==> src/design/smp_pkg.sv <==
package smp_pkg;

  typedef enum logic {
    OP_RECORD = 1'b0,
    OP_QUERY  = 1'b1
  } op_e;

  localparam int unsigned CntW   = 7;
  localparam int unsigned IvalW  = 14;
  localparam int unsigned LimW   = 13;
  localparam int unsigned ThrW   = 7;
  localparam int unsigned RandW  = 31;
  localparam int unsigned CfgIdxW = 1;

  localparam logic [CfgIdxW-1:0] CFG_INTERVAL_LIMIT  = 1'b0;
  localparam logic [CfgIdxW-1:0] CFG_DECAY_THRESHOLD = 1'b1;

  localparam logic [1:0] KIND_OPEN     = 2'd0;
  localparam logic [1:0] KIND_RESTRICT = 2'd1;

  localparam logic [CntW-1:0]  CountMax = 7'd127;
  localparam logic [IvalW-1:0] IvalMax  = 14'd16383;

  typedef struct packed {
    logic [CntW-1:0]  open_cnt;
    logic [CntW-1:0]  restr_cnt;
    logic             kind;
    logic             valid;
    logic [IvalW-1:0] interval;
    logic [IvalW-1:0] countdown;
  } entry_t;

  typedef struct packed {
    logic             start;
    logic [RandW-1:0] dividend;
    logic [IvalW:0]   divisor;
  } div_req_t;

endpackage

==> src/design/smp_mod.sv <==
module smp_mod (
  input  logic                     clk_i,
  input  logic                     rst_ni,
  input  smp_pkg::div_req_t        req_i,
  output logic                     done_o,
  output logic [smp_pkg::IvalW:0]  rem_o
);

  localparam int unsigned DW = smp_pkg::RandW;
  localparam int unsigned RW = smp_pkg::IvalW + 1;

  logic [DW-1:0] quo_q, quo_d;
  logic [RW:0]   rem_q, rem_d;
  logic [RW-1:0] dvs_q, dvs_d;
  logic [4:0]    cnt_q, cnt_d;
  logic          busy_q, busy_d;
  logic          done_q, done_d;
  logic [RW:0]   shifted;

  always_comb begin
    quo_d  = quo_q;
    rem_d  = rem_q;
    dvs_d  = dvs_q;
    cnt_d  = cnt_q;
    busy_d = busy_q;
    done_d = 1'b0;
    shifted = '0;
    if (req_i.start) begin
      quo_d  = req_i.dividend;
      rem_d  = '0;
      dvs_d  = req_i.divisor;
      cnt_d  = 5'(DW - 1);
      busy_d = 1'b1;
    end else if (busy_q) begin
      // two bits per cycle, one bit in the final step
      shifted = {rem_q[RW-1:0], quo_q[DW-1]};
      if (shifted >= {1'b0, dvs_q}) shifted = shifted - {1'b0, dvs_q};
      quo_d = {quo_q[DW-2:0], 1'b0};
      rem_d = shifted;
      if (cnt_q == 5'd0) begin
        busy_d = 1'b0;
        done_d = 1'b1;
      end else begin
        shifted = {rem_d[RW-1:0], quo_d[DW-1]};
        if (shifted >= {1'b0, dvs_q}) shifted = shifted - {1'b0, dvs_q};
        quo_d = {quo_d[DW-2:0], 1'b0};
        rem_d = shifted;
        if (cnt_q == 5'd1) begin
          busy_d = 1'b0;
          done_d = 1'b1;
          cnt_d  = 5'd0;
        end else begin
          cnt_d = cnt_q - 5'd2;
        end
      end
    end
  end

  always_ff @(posedge clk_i or negedge rst_ni) begin
    if (!rst_ni) begin
      busy_q <= 1'b0;
      done_q <= 1'b0;
      cnt_q  <= '0;
    end else begin
      busy_q <= busy_d;
      done_q <= done_d;
      cnt_q  <= cnt_d;
    end
  end

  always_ff @(posedge clk_i) begin
    quo_q <= quo_d;
    rem_q <= rem_d;
    dvs_q <= dvs_d;
  end

  assign done_o = done_q;
  assign rem_o  = rem_q[RW-1:0];

endmodule

==> config.mk <==
export PLATFORM = sky130hd
export DESIGN_NAME = smp_mod
export DESIGN_NICKNAME = d
export VERILOG_FILES = /design/src/design/smp_pkg.sv /design/src/design/smp_mod.sv
export SDC_FILE = /design/constraint.sdc
export NUM_CORES = 1
export LEC_CHECK = 0
export BUFFER_PORTS_ARGS = -buffer_cell sky130_fd_sc_hd__buf_2
export CORE_MARGIN = 3
export CORE_UTILIZATION = 44
export DETAILED_ROUTE_END_ITERATION = 10
export GPL_TIMING_DRIVEN = 1
export HOLD_SLACK_MARGIN = 0.08
export PLACE_DENSITY = 0.64
export RECOVER_POWER = 25
export SKIP_CTS_REPAIR_TIMING = 1
export SLEW_MARGIN = 25
export SYNTH_ARGS = -nofsm -noshare
export SYNTH_HDL_FRONTEND = slang
export SYNTH_SLANG_ARGS = --single-unit
==> constraint.sdc <==
create_clock -name clk_i -period 6.22 [get_ports clk_i]
set_input_delay 1.244 -clock clk_i [delete_from_list [all_inputs] [get_ports clk_i]]
set_output_delay 1.244 -clock clk_i [all_outputs]
set_load 0.1 [all_outputs]
==> metrics.md <==
| Metric | Value |
|---|---|
| GR Overflow Total | 0 |
| Largest net degree at the start of global routing | 73 |
| Cell variety after synth | 51 |
| Antenna violations before repair | 0 |
| Placed insts | 669 |
| Sequential cell area fraction in the yosys report | 40.4% |
| Critical-path top delay cell | edfxtp_1 |
| Synth area leader | edfxtp_1 |
| Sum Neg Setup Slack | 0 ns |
| Clk_lat worst skew | 0.36 ns |
| Critical path class | reg -> reg |
| F_max | 197 MHz |
| Status | finished with violations |
| Slew Limit Fails | 73 |
| Failing checks | capacitance limit, slew limit |
| Post-DR wirelength/cell | 16.3 um |
| Top cell type's share of synthesized area | 30.5% |
| CP Max Fanout | 12 |
| Post-synth EDFFs | 46 |
| Vias per inst | 5.54 |
| Post-route ant nets | 0 |
| Clk root buf | clkbuf_8 |
| Tot GR Track Use | 20.4% |
| CP endpoint kind | register |
| Yosys reg bits | 67 |
| Area of the mapped netlist | 0.00453 mm2 |
| CTS tree | done |
| Pwr Density | 487 mW/mm2 |
| Worst setup SP type | register |
| Drt drc | 0 |
| Total power | 0.00254 W |
| RSZ-0062 raised after global routing | no |
| Skew final | 0.0106 ns |
| Asr flop ratio synth | 8.96% |
| Minimum clock period | 5.08 ns |
| Setup violations, final | 0 |
| Syn Nets | 567 |
| Hold Crit Class | reg -> reg |
| Total Wirelength | 11200 um |
| Post-Syn Instances | 485 |
| CTS Buffer Depth | 2 |
| Fin. Hold Viols | 0 |
| Final Cell Area | 0.00520 mm2 |
| Synth area leaders | edfxtp_1 30%, ha_1 8.6%, mux2i_1 7.7% |
| Starting Density | 45.7% |
| DPL Wire Length | 8260 um |
| Worst-path clk slew | 0.07 ns |
| Die Wd | 107 um |
| Area Overhead vs Synth | 14.9% |
| Final Util | 52.5% |
| Warnings, synthesis | 0 |
| CTS Buf Count | 9 |
| Global-route wire length before repair | 18500 um |
| CP peak stage delay | 0.44 ns |
| Actual transition at the worst max-transition pin | 2.77 ns |
| I/O pin count | 65 |
| Iteration-0 DRC Markers | 178 |
| Drt pass-1 iters | 6 |
| Critical Path AT | 5.33 ns |
| Layout cell share with drive strength beyond 1 | 16.3% |
| Core Box Area | 0.00991 mm2 |
| Peak VDD IR | 0.202 mV |
| Port bufs | 64 |
| Fillers | 940 |
| Number of global-route vias before repair | 3774 |
| Finished Layout Cells | 685 |
| # H-tree levels | 3 |
| Placement Cell Area | 0.00497 mm2 |
| WP data required | 6.46 ns |
| Die Y-Extent | 107 um |
| Die area | 0.0115 mm2 |
| Fin crit share | 81.7% |
| Final-stage net count | 629 |
| Leakage Power | 2.20 nW |
| GP Congestion | 0.876 |
| DR vias | 3794 |
| Synth Flop Type | edfxtp_1 |
| Row count | 36 |
| Slew margin rel. | -84.5% |
| Clock sinks | 67 |
| Critical path cell sequence | inv_1 -> ha_1 -> nor2b_1 -> o31a_1 -> o31ai_1 -> a211oi_1 -> o21a_1 -> o21a_1 -> o31a_1 -> inv_1 -> ha_1 -> a21o_1 -> a21o_1 -> o21bai_1 -> o311ai_1 -> o211ai_2 -> buf_4 -> mux2i_1 -> o21ai_1 -> a22o_1 |
| Max-Cap Viols | 1 |
| Synth Area per Inst | 9.34 um2 |
| Count of antenna diodes in the layout | 0 |
power by group:
group | total, W | switching, W | internal, W
clock | 0.000435 | 0.000183 | 0.000252
combinational | 0.00150 | 0.000964 | 0.000536
sequential | 0.000601 | 0.0000556 | 0.000546
total | 0.00254 | 0.00120 | 0.00133
Yosys cell counts (all sizes together), types with 3 or more instances:
cell     n
nor2    27
inv     31
a21o     7
nand2   67
o31ai    6
dfxtp   15
a21oi   24
a211oi   5
edfxtp  46
mux2i   35
nor4     4
a31oi    6
o31a     3
a22oi    6
o21ai   64
nor2b    4
nand4    3
xnor2   11
ha      31
xor2     7
nand3    4
dfrtp    6
buf      5
and2     3
a32o     3
nor3     9
nand2b   7
clkbuf  13
or3      3
o21a    10
final timing paths:
kind	slack, ns	start	depth (start not counted)	endpoint
max in group asynchronous	5.22	rst_ni	1	cnt_q[3]
min	0.49	rem_q[6]	2	rem_q[6]
max	1.14	dvs_q[1]	20	rem_q[7]
min reg2reg	0.49	rem_q[6]	2	rem_q[6]
min in group asynchronous	0.75	rst_ni	1	busy_q
max reg2reg	1.14	dvs_q[1]	20	rem_q[7]
through the flow:
step | hold WS [ns] | setup WS [ns]
3_5_place_dp | 0.476 | 1.18
3_3_place_gp | 0.476 | 1.33
6_report | 0.485 | 1.14
4_1_cts | 0.486 | 1.14
2_1_floorplan | 0.465 | 1.39
5_1_grt | 0.521 | 0.702
registers in the layout (all words and copies together) (netlist names):
register / count
quo_q: 31
rem_q: 15
done_o: 1
cnt_q: 4
busy_q: 1
dvs_q: 15
cells by family after synthesis:
family / synth area share (%)
compound gates: 20.8
xor+xnor: 3.48
mux: 7.73
flops: 40.4
buf+inv: 4.48
fa+ha+maj: 9.45
simple gates: 13.6
layer usage:
metal	up-vias	global-route usage, %	part of all wire [%]
li1	1898	-	-
met2	114	31.8	46
met1	1763	27.9	46
met4	0	9.11	1.7
met5	-	0	0
met3	19	3.48	6.5
cell usage in the layout, fill, tap and decap left out, drive strengths merged, types with 3 or more instances in the layout:
| master | instances |
|---|---|
| xnor2 | 11 |
| nor4 | 4 |
| or3 | 3 |
| a32o | 3 |
| a21oi | 24 |
| o31ai | 6 |
| buf | 66 |
| dfxtp | 15 |
| o31a | 3 |
| nand3 | 4 |
| xor2 | 7 |
| clkbuf | 14 |
| a21o | 7 |
| mux2i | 35 |
| nor2 | 27 |
| nand2 | 67 |
| o21a | 10 |
| dfrtp | 6 |
| and2 | 3 |
| edfxtp | 46 |
| nor3 | 9 |
| a31oi | 6 |
| a211oi | 5 |
| nand2b | 7 |
| nand4 | 3 |
| a22oi | 6 |
| nor2b | 4 |
| inv | 31 |
| ha | 31 |
| o21ai | 64 |
critical path: cells and delay by family, from the launching register on:
family,cells,cell delay (ns)
adders and majority gates,2,0.55
and+or+nand+nor,1,0.15
DFF,1,0.44
muxes,1,0.18
AOI/OAI and AO/OA,13,3.07
buffers and inverters,3,0.57
layout make-up:
type	count	area, um2	share of cell area [%]
Clock inverter	5	85.1	1.63
Multi-Input combinational cell	369	2500	48.1
Sequential cell	67	1830	35.2
Clock buffer	11	153	2.93
Tap cell	133	166	3.20
Timing Repair Buffer	69	352	6.75
Inverter	31	116	2.24
Power figures use the tool's default switching activity.
